<file path="config.mk">
export PLATFORM = sky130hd
export DESIGN_NAME = iqfr_lane
export DESIGN_NICKNAME = d
export VERILOG_FILES = /design/src/rtl/core/iqfr_pkg.sv /design/src/rtl/core/iqfr_lane.sv
export SDC_FILE = /design/constraint.sdc
export NUM_CORES = 2
export LEC_CHECK = 0
export ABC_AREA = 1
export BUFFER_PORTS_ARGS = -buffer_cell sky130_fd_sc_hd__buf_2
export CAP_MARGIN = 40
export CORE_MARGIN = 8
export CORE_UTILIZATION = 30
export CTS_CLUSTER_SIZE = 30
export DETAILED_ROUTE_END_ITERATION = 7
export REMOVE_ABC_BUFFERS = 1
export SKIP_LAST_GASP = 1
export SYNTH_ARGS = -nofsm -noshare
export SYNTH_HDL_FRONTEND = slang
export SYNTH_SLANG_ARGS = --single-unit
</file>
<file path="constraint.sdc">
create_clock -name clk -period 9 [get_ports clk]
set_input_delay 1.8 -clock clk [delete_from_list [all_inputs] [get_ports clk]]
set_output_delay 1.8 -clock clk [all_outputs]
set_load 0.02 [all_outputs]
</file>
<file path="src/rtl/core/iqfr_pkg.sv">
package iqfr_pkg;

    localparam int NUM_AXES  = 3;
    localparam int NUM_VECS  = 2;
    localparam int NUM_LANES = NUM_AXES * NUM_VECS;
    localparam int NUM_QUAT  = 4;

    // Load enables of the five pipeline stages.
    typedef struct packed {
        logic ld1;
        logic ld2;
        logic ld3;
        logic ld4;
        logic ld5;
    } pipe_ctrl_t;

endpackage

</file>
<file path="src/rtl/core/iqfr_lane.sv">
module iqfr_lane #(
    parameter int MW           = 34,
    parameter int SAMPLE_WIDTH = 16,
    parameter int ACC_W        = 53
) (
    input  logic                           clk,
    input  iqfr_pkg::pipe_ctrl_t           ctrl,
    input  logic signed [MW-1:0]           row [iqfr_pkg::NUM_AXES],
    input  logic signed [SAMPLE_WIDTH-1:0] vec [iqfr_pkg::NUM_AXES],
    output logic signed [ACC_W-1:0]        acc
);

    logic signed [ACC_W-1:0] prod_next [iqfr_pkg::NUM_AXES];
    logic signed [ACC_W-1:0] prod_reg  [iqfr_pkg::NUM_AXES];
    logic signed [ACC_W-1:0] acc_next;
    logic signed [ACC_W-1:0] acc_reg;

    // products wrap at ACC_W bits when the accumulator is capped
    always_comb
    begin
        for (int j = 0; j < iqfr_pkg::NUM_AXES; j++)
        begin
            prod_next[j] = ACC_W'(row[j]) * ACC_W'(vec[j]);
        end
    end

    assign acc_next = prod_reg[0] + prod_reg[1] + prod_reg[2];

    always_ff @(posedge clk)
    begin
        if (ctrl.ld3)
        begin
            prod_reg <= prod_next;
        end
        if (ctrl.ld4)
        begin
            acc_reg <= acc_next;
        end
    end

    assign acc = acc_reg;

endmodule

</file>
Word-level counts from Yosys, hierarchy flattened
Index checks and enable logic that the tools add are counted.
{ "classes": {"multipliers": 3, "n_addsub": 2} }
{ "ops": {"columns": ["cell", "n"], "rows": [
  ["$mul 34x16->50", 3],
  ["$add 53x53->53", 2]
]} }
{ "word_totals": {"in_bits": 156, "ff_bits": 212, "word_cells": 9, "output_inout_bits": 53} }

Depth between registers and ports, before layout
{ "logic_depth": {"word_depth": 2, "mapped_depth": 28, "depth_no_buf": 26} }

Worst setup path before layout
OpenSTA, ideal clock, no wires.
{ "synth_path": {"path_type": "input to register", "from": "input vec[36] (netlist name)", "to": "register prod_reg[151] (netlist name) (data pin)", "n_path_buf": 2, "stages": 21, "t_arrival_ps": 6883, "setup_time_ps": 253, "t_required_ps": 8747, "setup_slack_ps": 1864, "path_cell_list": "clkbuf_1 clkbuf_1 nand2_1 fa_1 inv_1 fa_1 inv_1 fa_1 inv_1 fa_1 fa_1 fa_1 ha_1 nand2_1 nor2_1 and2_1 nand2_1 nor2_1 nand2_1 nand4_1 nand2_1"} }
{ "synth_lines": {"columns": ["item", "line_no", "source"], "rows": [
  ["from (decl)", "iqfr_lane.sv:9", "input logic signed [SAMPLE_WIDTH-1:0] vec [iqfr_pkg::NUM_AXES],"],
  ["to (signal assigned)", "iqfr_lane.sv:33", "prod_reg <= prod_next;"],
  ["to (decl)", "iqfr_lane.sv:14", "logic signed [ACC_W-1:0] prod_reg [iqfr_pkg::NUM_AXES];"]
]} }

==> flow_metrics.env <==
export IMPL_status="finished with violations"
export IMPL_violations="design-rule violations"
export IMPL_yosys_area_top_type="fa_1"
export IMPL_drive_gt1_share_pct=4.33
export IMPL_cts_made_buffers=21
export IMPL_fill_cells=26400
export IMPL_row_count=182
export IMPL_cts_root_buffer="clkbuf_16"
export IMPL_setup_violations_final=0
export IMPL_hp_class="reg2reg"
export IMPL_grt_antenna_before_repair=9
export IMPL_finalCritPeriodShare_pct=83.2
export IMPL_fp_dieH_um=513
export IMPL_gp_congestion=0.951
export IMPL_ys_async_sr_fraction_pct=0
export IMPL_clkSlewWorstSetupHoldPaths_ns=0.06
export IMPL_drt_vias_per_instance=4.42
export IMPL_arrival_ns=7.76
export IMPL_path_class="in2reg"
export IMPL_cts_tree="built"
export IMPL_nets=12000
export IMPL_firstDrtPassIters=8
export IMPL_register_area_mm2=0.00610
export IMPL_synth_area_mm2=0.0741
export IMPL_first_global_vias=60700
export IMPL_cp_start_kind="input port"
export IMPL_multiInputGateArea_mm2=0.0548
export IMPL_crit_path_frequent_cell="fa_1"
export IMPL_critPathMaxStageDelay_ns=0.91
export IMPL_ys_flop_type="edfxtp_1"
export IMPL_synth_compound_area_share_pct=1.91
export IMPL_final_common_cell="inv_1"
export IMPL_ios=209
export IMPL_synth_enable_flop_cells=203
export IMPL_overflow=0
export IMPL_place_ws_ns=1.03
export IMPL_num_vias=57800
export IMPL_hold_viol=0
export IMPL_final_cell_mix="inv_1, nand2_1, fa_1, ha_1, nor2_1"
export IMPL_path_cells="buf_2 > nand2_1 > inv_1 > fa_1 > fa_1 > fa_1 > fa_1 > fa_1 > fa_1 > ha_1 > nand2_1 > nor2_1 > nand2_1 > nor2_1 > nand3_1 > nand4_1 > nand2_1"
export IMPL_fin_cells=13100
export IMPL_dp_hpwl_mm=175
export IMPL_ys_ff_latch=203
export IMPL_htreeDepth=1
export IMPL_areaGrowthSynthToFinish_pct=6.38
export IMPL_cts_sinks=203
export IMPL_critPathRequiredTime_ns=9.27
export IMPL_cp_max_fo=34
export IMPL_start_util_pct=30.2
export IMPL_avgSynthCellArea_um2=7.46
export IMPL_timing_fmax_ghz=0.134
export IMPL_die_area_mm2=0.263
export IMPL_rsz0062_at_grt="false"
export IMPL_placement_io_buffers=205
export IMPL_max_slew_worst_pin_slew_ns=0.944
export IMPL_post_cts_repair_setup_buffers=0
export IMPL_drt_iter0_markers=3955
export IMPL_antenna_left=0
export IMPL_grt_max_degree=78
export IMPL_dp_cells=13000
export IMPL_wl_per_cell_um=16.0
export IMPL_synth_cell_types=38
export IMPL_synth_top_cell_area_share_pct=43.0
export IMPL_synthCells=9931
export IMPL_synth_top_family_by_area="adder cells"
export IMPL_track_usage_pct=15.9
export IMPL_core_area_mm2=0.246
export IMPL_report_final_slew_viol_count=0
export IMPL_ys_seq_area_share_pct=8.23
export IMPL_post_cts_resized=0
export IMPL_synth_area_mux_share_pct=0
export IMPL_yosys_area_share_adder_pct=49.9
export IMPL_yosys_area_share_simple_pct=20.6
export IMPL_synth_xor_area_share_pct=1.57
export IMPL_cts_buffer_depth=3
export IMPL_skew_ns=0.0170
export IMPL_routed_wl_mm=208
export IMPL_end_kind="register"
export IMPL_ctsHoldBuffers=0
export IMPL_synthTopCellsByArea="fa_1, inv_1, nand2_1"
export IMPL_clock_latency_ns=0.53
export IMPL_largest_reg_flops=150
export IMPL_timing_final_ws_setup_ns=1.51
export IMPL_relSlewSlack_pct=37.1
export IMPL_dieWidth_um=513
export IMPL_tns_ns=0
export IMPL_cap_violations=0
export IMPL_drc=2
export IMPL_slowest_stage="fa_1"
export IMPL_grt_pass1_wl_mm=336
export IMPL_ys_warn_count=0
export IMPL_finalCriticalPeriod_ns=7.49
path summary, 6_finish.rpt:
check                         startpoint                     end  slack [ns]  cells after the start
setup / recovery                 vec[17]  prod_reg[95]$_DFFE_PP_        1.51                     17
hold / removal     prod_reg[1]$_DFFE_PP_        acc[1]$_DFFE_PP_        0.78                      2
setup reg to reg  prod_reg[47]$_DFFE_PP_       acc[52]$_DFFE_PP_        5.61                     12
hold reg to reg    prod_reg[1]$_DFFE_PP_        acc[1]$_DFFE_PP_        0.78                      2
per-stage QoR:
| stage | area [um^2] | hold WS, ns | util (%) |
|---|---|---|---|
| 2_1_floorplan | 72700 | 0.680 | - |
| 3_3_place_gp | 78000 | 0.733 | 31.7 |
| 3_5_place_dp | 78100 | 0.769 | 31.8 |
| 4_1_cts | 78800 | 0.788 | 32.1 |
| 5_1_grt | 78800 | 0.819 | 32.1 |
| 6_report | 78800 | 0.779 | 32.1 |
routing by layer:
| metal | wire length, um | GRT usage (%) |
|---|---|---|
| met3 | 12500 | 1.64 |
| met4 | 6730 | 4.21 |
| met1 | 94100 | 22.2 |
| met2 | 95100 | 26.4 |
| met5 | 36 | 0 |
final cells by class:
type,instances,share of cell area [%]
Antenna cell,3,0.00952
Clock buffer,23,0.676
Clock inverter,15,0.170
Inverter,3137,14.9
Multi-Input combinational cell,6215,69.5
Sequential cell,203,7.73
Tap cell,3220,5.11
Timing Repair Buffer,244,1.82
cells in the mapped netlist (48+ instances only):
cell,number
xor2_1,90
ha_1,404
nor2_1,374
fa_1,1593
nand4_1,66
nand3_1,189
clkbuf_1,371
nor2_2,48
edfxtp_1,203
a21oi_1,179
inv_1,3123
nand2_1,3027
o21ai_0,54
worst max-delay path, delay by kind of cell:
| kind | cells | cell delay (ns) |
|---|---|---|
| and+or+nand+nor | 8 | 1.28 |
| buffers and inverters | 2 | 0.83 |
| adders and majority gates | 7 | 3.84 |
logic make-up (layout without fill, tap and decap cells):
kind of cell               Yosys count  after routing
adders and majority gates         1997           1997
and+or+nand+nor                   3821           3821
other                                0              3
DFF                                203            203
buffers and inverters             3513           3419
AOI/OAI and AO/OA                  264            264
xor gates and xnor gates           133            133
Power is not shown: default switching activity piles up to over one toggle a cycle in this logic, so the estimate is an artifact.
