==> config.mk <==
export PLATFORM = sky130hd
export DESIGN_NAME = iqfr_merge
export DESIGN_NICKNAME = d
export VERILOG_FILES = /design/src/rtl/core/iqfr_pkg.sv /design/src/rtl/core/iqfr_merge.sv
export SDC_FILE = /design/constraint.sdc
export NUM_CORES = 1
export LEC_CHECK = 0
export BUFFER_PORTS_ARGS = -buffer_cell sky130_fd_sc_hd__buf_2
export CAP_MARGIN = 20
export CORE_AREA = 2 2 163 165
export DETAILED_ROUTE_END_ITERATION = 12
export DIE_AREA = 0 0 165 167
export PLACE_DENSITY_LB_ADDON = 0.15
export SKIP_LAST_GASP = 1
export SLEW_MARGIN = 10
export SYNTH_ARGS = -nofsm -noshare
export SYNTH_HDL_FRONTEND = slang
export SYNTH_SLANG_ARGS = --single-unit
export TNS_END_PERCENT = 30
==> constraint.sdc <==
create_clock -name clk -period 2.2 [get_ports clk]
set_input_delay 0.22 -clock clk [delete_from_list [all_inputs] [get_ports clk]]
set_output_delay 0.22 -clock clk [all_outputs]
set_load 0.02 [all_outputs]
==> src/rtl/core/iqfr_pkg.sv <==
package iqfr_pkg;

    localparam int NUM_AXES  = 3;
    localparam int NUM_VECS  = 2;
    localparam int NUM_LANES = NUM_AXES * NUM_VECS;
    localparam int NUM_QUAT  = 4;

    // Load enables of the five pipeline stages.
    typedef struct packed {
        logic ld1;
        logic ld2;
        logic ld3;
        logic ld4;
        logic ld5;
    } pipe_ctrl_t;

endpackage

==> src/rtl/core/iqfr_merge.sv <==
module iqfr_merge #(
    parameter int FRAC_BITS    = 14,
    parameter int SAMPLE_WIDTH = 16,
    parameter int ACC_W        = 53
) (
    input  logic                           clk,
    input  iqfr_pkg::pipe_ctrl_t           ctrl,
    input  logic signed [ACC_W-1:0]        acc [iqfr_pkg::NUM_LANES],
    output logic signed [SAMPLE_WIDTH-1:0] res [iqfr_pkg::NUM_LANES]
);

    localparam int SH = 2 * FRAC_BITS;
    localparam logic signed [ACC_W-1:0] HALF = {{(ACC_W-1){1'b0}}, 1'b1} << (SH - 1);
    localparam logic signed [ACC_W-1:0] SAT_HI =
        {{(ACC_W-SAMPLE_WIDTH+1){1'b0}}, {(SAMPLE_WIDTH-1){1'b1}}};
    localparam logic signed [ACC_W-1:0] SAT_LO = ~SAT_HI;

    logic signed [ACC_W-1:0]        rnd   [iqfr_pkg::NUM_LANES];
    logic signed [ACC_W-1:0]        shf   [iqfr_pkg::NUM_LANES];
    logic signed [SAMPLE_WIDTH-1:0] res_next [iqfr_pkg::NUM_LANES];
    logic signed [SAMPLE_WIDTH-1:0] res_reg  [iqfr_pkg::NUM_LANES];

    // round half up, then clamp to the sample range
    always_comb
    begin
        for (int k = 0; k < iqfr_pkg::NUM_LANES; k++)
        begin
            rnd[k] = acc[k] + HALF;
            shf[k] = rnd[k] >>> SH;
            if (shf[k] > SAT_HI)
            begin
                res_next[k] = SAT_HI[SAMPLE_WIDTH-1:0];
            end
            else if (shf[k] < SAT_LO)
            begin
                res_next[k] = SAT_LO[SAMPLE_WIDTH-1:0];
            end
            else
            begin
                res_next[k] = shf[k][SAMPLE_WIDTH-1:0];
            end
        end
    end

    always_ff @(posedge clk)
    begin
        if (ctrl.ld5)
        begin
            res_reg <= res_next;
        end
    end

    assign res = res_reg;

endmodule

; Word-level counts from Yosys, hierarchy flattened
; Cells that the tools add are included.
[totals]
regBits = 96
in_bits = 324
output_inout_bits = 96
wordCells = 30
[classes]
n_addsub = 6
n_lt_le_gt_ge = 12
muxes = 6
[ops]
columns = cell, count
row1 = 53-bit by 29-bit adder with 53-bit output (second input constant), 6
row2 = 25-bit by 16-bit greater-than comparator with 1-bit output (second input constant), 6
row3 = 25-bit by 16-bit less-than comparator with 1-bit output (second input constant), 6
row4 = 16-bit two-way mux, 6

; Longest topological paths before layout
[logic_depth]
depth_word = 3
ltp_mapped = 10
depth_no_buf = 8

; Least setup slack after synthesis
; OpenSTA, ideal clock, no wires.
[synth_timing]
path_type = input to register
start = input port acc[27] (netlist bit)
end = register res_reg, in the netlist res[10] (data pin)
setup_time_ns = 0.260
t_arrival_ns = 2.100
required_ns = 1.940
setup_slack_ns = -0.159
path_stages = 9
path_buffers = 1
path_cell_list = ha_1 and3_1 nor4b_4 nand3_2 mux2_4 o22a_1 o31ai_4 buf_6 o21ai_1
[synth_via]
elab_chain_cells = 3
elab_cells_between_ends = 4
cone_classes = add/sub: 1 / order compare: 2 / mux: 1
[synth_rtl]
columns = element, line
row1 = "start, declared", iqfr_merge.sv:8  ; input logic signed [ACC_W-1:0] acc [iqfr_pkg::NUM_LANES],
row2 = 53-bit by 29-bit adder with 53-bit output *, iqfr_merge.sv:28  ; rnd[k] = acc[k] + HALF;
row3 = 25-bit by 16-bit less-than comparator with 1-bit output, iqfr_merge.sv:34  ; else if (shf[k] < SAT_LO)
row4 = 16-bit two-way mux, iqfr_merge.sv:34
row5 = "end signal, assigned", iqfr_merge.sv:49  ; res_reg <= res_next;
row6 = "end, declared", iqfr_merge.sv:21  ; logic signed [SAMPLE_WIDTH-1:0] res_reg [iqfr_pkg::NUM_LANES];
; Mark *: on every way between the ends. The rest lies on a longest branch, timed or not.
; A chain may end at the register's enable or synchronous reset.

; Final worst setup path
[layout_timing]
start = input port acc[97] (netlist bit)
end = register res_reg, in the netlist res[20] (data pin)
; The elaborated chain is that of the path after synthesis.

==> results.py <==
metrics = {
    "run_status": {
        "status": "finished, final reports clean",
    },
    "drt": {
        "vias_per_cell": 4.788,
        "dr.pass1.iters": 4,
        "drtIter0Drc": 302,
        "avgRoutedWirePerCell_um": 14.69,
        "num_vias": 7201,
        "drcViolationCount": 0,
        "routed_wirelength_mm": 22.09,
        "ant_nets": 0,
    },
    "yosys": {
        "synth_area_leaders": "edfxtp_1 (41%), xor2_1 (6.9%), xnor2_1 (6.1%)",
        "yosysTopAreaCell": "edfxtp_1",
        "syn_area_um2": 7017,
        "synth-main-ff-cell": "edfxtp_1",
        "synth_top_area_frac": 0.4108,
        "synth_nets": 1065,
        "seq_area_frac_synth": 0.4108,
        "synth-seq-cells": 96,
        "ys_warn_count": 0,
        "syn_inst": 735,
        "synth_edf_count": 96,
        "synth_cell_types": 77,
        "ys_async_sr_fraction": 0,
        "avgSynthCellArea_um2": 9.547,
    },
    "timing": {
        "hold_ws_ps": 230.8,
        "relSlewSlack": 0.6858,
        "hold_viol": 0,
        "setup_viol": 0,
        "maxSlewViolCount": 0,
        "worst_slew_pin_slew_ps": 467.9,
        "fin_ws_ps": 151.6,
        "final.period_utilization": 0.9311,
        "rsz0062_at_grt": "true",
        "fin_crit_ps": 2048,
        "max_freq_ghz": 0.4882,
    },
    "global_routing": {
        "grt_max_degree": 50,
        "grt_pass1_vias": 7011,
        "gr-total-overflow": 0,
        "grt_antenna_before_repair": 4,
        "grt_pass1_wl_mm": 35.00,
        "grtUsageTotal": 0.1591,
    },
    "critical_path": {
        "critPathMaxFanout": 7,
        "worstPathArrival_ps": 2150,
        "criticalPathCategory": "in2reg",
        "crit_path_start_kind": "input pin",
        "required_ps": 2300,
        "critPathCaptureType": "flop",
        "critPathMostFrequentCell": "buf_4",
        "critPathMaxStageDelay_ps": 480,
        "crit_start": "acc[97]",
        "critPathSlowestCell": "or4b_4",
        "path_cells": "buf_2, and4_1, or4b_4, buf_4, nor3_2, nand3_1, xor2_1, a31oi_2, buf_4, o21ai_0",
    },
    "die": {
        "die_w_um": 165,
        "ios": 420,
        "rows": 59,
        "start_util": 0.2724,
        "dieArea_um2": 27560,
        "dieHeight_um": 167,
        "core_area_um2": 25760,
    },
    "power": {
        "p_per_area_nw_per_um2": 518.1,
        "vdd_drop_max_v": 0.0002577,
        "p_leak_nw": 4.231,
    },
    "place": {
        "numPortBuffers": 253,
        "dp_slack_ps": -261.4,
        "place_congestion": 0.8601,
        "dpl_cell_area_um2": 10040,
        "hpwl_mm": 18.15,
        "post-place-cells": 1486,
    },
    "finish": {
        "finish.instance_area_um2": 10400,
        "area_growth_pct": 48.23,
        "final_util": 0.4037,
        "layout.cells.non_filler": 1504,
        "nets": 1492,
        "drive_above_1_share": 0.4233,
        "largest_reg_flops": 96,
        "seq_area_um2": 2883,
        "multiInputGateArea_um2": 3968,
        "fillers": 2653,
    },
    "worst_hold_path": {
        "min-delay-start": "acc[105]",
        "hold_end": "res[31]$_SDFFCE_PN0P_",
        "hold_path.class": "in2reg",
        "min_path_cells": 3,
    },
    "clock_network": {
        "clock_sinks": 96,
        "cts_hold_buffers": 0,
        "clk_pin_slew_ps": 80,
        "cts_setup_buffers": 0,
        "numCtsBuffers": 9,
        "clk_path_buf_depth": 2,
        "cts_root_buf": "clkbuf_16",
        "cts_tree": "done",
        "h-tree-depth": 3,
        "ctsResizeCount": 0,
    },
    "run": {
        "maxCapViolCount": 0,
    },
}
==> layout by cell type (no fill, tap or decap), types with 3 or more instances in the layout <==
master / n
nor4_2: 3
or2_2: 3
a31oi_1: 8
nand2_1: 54
a21oi_1: 22
buf_2: 252
bufinv_16: 3
o21ai_0: 70
or3_1: 3
o21ai_2: 3
nand4_1: 29
xnor2_1: 49
nor2_1: 46
o211ai_1: 3
a41o_1: 3
nor3b_1: 5
inv_6: 3
clkbuf_16: 9
xor2_1: 55
o21ai_1: 20
nand4b_1: 3
nor3_1: 19
a211o_1: 6
a41oi_1: 3
and4_1: 13
nor3_2: 5
mux2i_1: 4
nor4_1: 9
buf_4: 185
nand3b_1: 4
nand3_1: 53
inv_1: 23
and3_1: 23
edfxtp_1: 96
ha_1: 4
a311oi_1: 4
o31ai_1: 3
and2_1: 7
nand2b_1: 5
==> through the flow <==
stage | total power [mW] | TNS [ps]
global route | 5.668 | -25.42
floorplan | 2.824 | -2455
finish | 5.388 | 0
CTS | 5.476 | 0
global placement | 3.557 | -13070
detailed placement | 3.559 | -12460
==> area by class of cell <==
class / count / share of cell area
Antenna cell: 2 / 0.0004812
Clock buffer: 9 / 0.02165
Clock inverter: 7 / 0.01203
Inverter: 23 / 0.008300
Multi-Input combinational cell: 593 / 0.3815
Sequential cell: 96 / 0.2772
Tap cell: 335 / 0.04030
Timing Repair Buffer: 439 / 0.2586
==> power by group <==
part / switching (mW) / internal (mW) / total, mW
registers: 0.0437 / 2.19 / 2.24
logic: 0.741 / 0.532 / 1.27
clock network: 0.751 / 1.13 / 1.88
==> cells in the mapped netlist (4+ instances only) <==
master / count
edfxtp_1: 96
o21ai_0: 70
xor2_1: 55
nand2_1: 54
nand3_1: 53
xnor2_1: 49
nor2_1: 47
nand4_1: 29
and3_1: 24
inv_1: 23
a21oi_1: 22
o21ai_1: 20
nor3_1: 19
and4_1: 13
nor4_1: 10
a31oi_1: 8
and2_1: 8
clkbuf_1: 8
a211o_1: 6
buf_2: 6
ha_1: 6
nand2b_1: 5
nor3_2: 5
nor3b_1: 5
a311oi_1: 4
a41o_1: 4
mux2i_1: 4
nand3b_1: 4
==> per-layer routing <==
layer	vias up	routed length (um)	global-route usage
met3	11	2342	0.06202
li1	3649	-	-
met4	2	127	0.02760
met2	225	9591	0.2493
met1	3314	10020	0.2099
met5	-	11	0
==> worst max-delay path: cells and delay by family <==
kind                      cells  cell delay (ps)
and+or+nand+nor               4             1020
xor gates and xnor gates      1              190
buffers and inverters         3              450
AOI/OAI and AO/OA             2              280
==> worst max-delay path by stage <==
stage	endpoint	slack [ps]	depth (start not counted)
5_1_grt	res[20]$_SDFFCE_PN1P_	-10	10
3_5_place_dp	res[57]$_SDFFCE_PN1P_	-260	10
4_1_cts	res[57]$_SDFFCE_PN1P_	120	10
2_1_floorplan	res[10]$_SDFFCE_PN1P_	-100	9
6_report	res[20]$_SDFFCE_PN1P_	150	10
3_3_place_gp	res[57]$_SDFFCE_PN1P_	-290	10
==> cell families after synthesis <==
logic type	after synthesis	synth area share
flip-flops	96	0.4108
adder cells (fa/ha/maj)	6	0.01070
multiplexers	6	0.009450
XOR/XNOR	104	0.1298
AND/OR/NAND/NOR	307	0.2534
AO/OA/AOI/OAI	170	0.1553
buffers and inverters	46	0.03049
No activity file was read; power rests on OpenSTA's default activity.
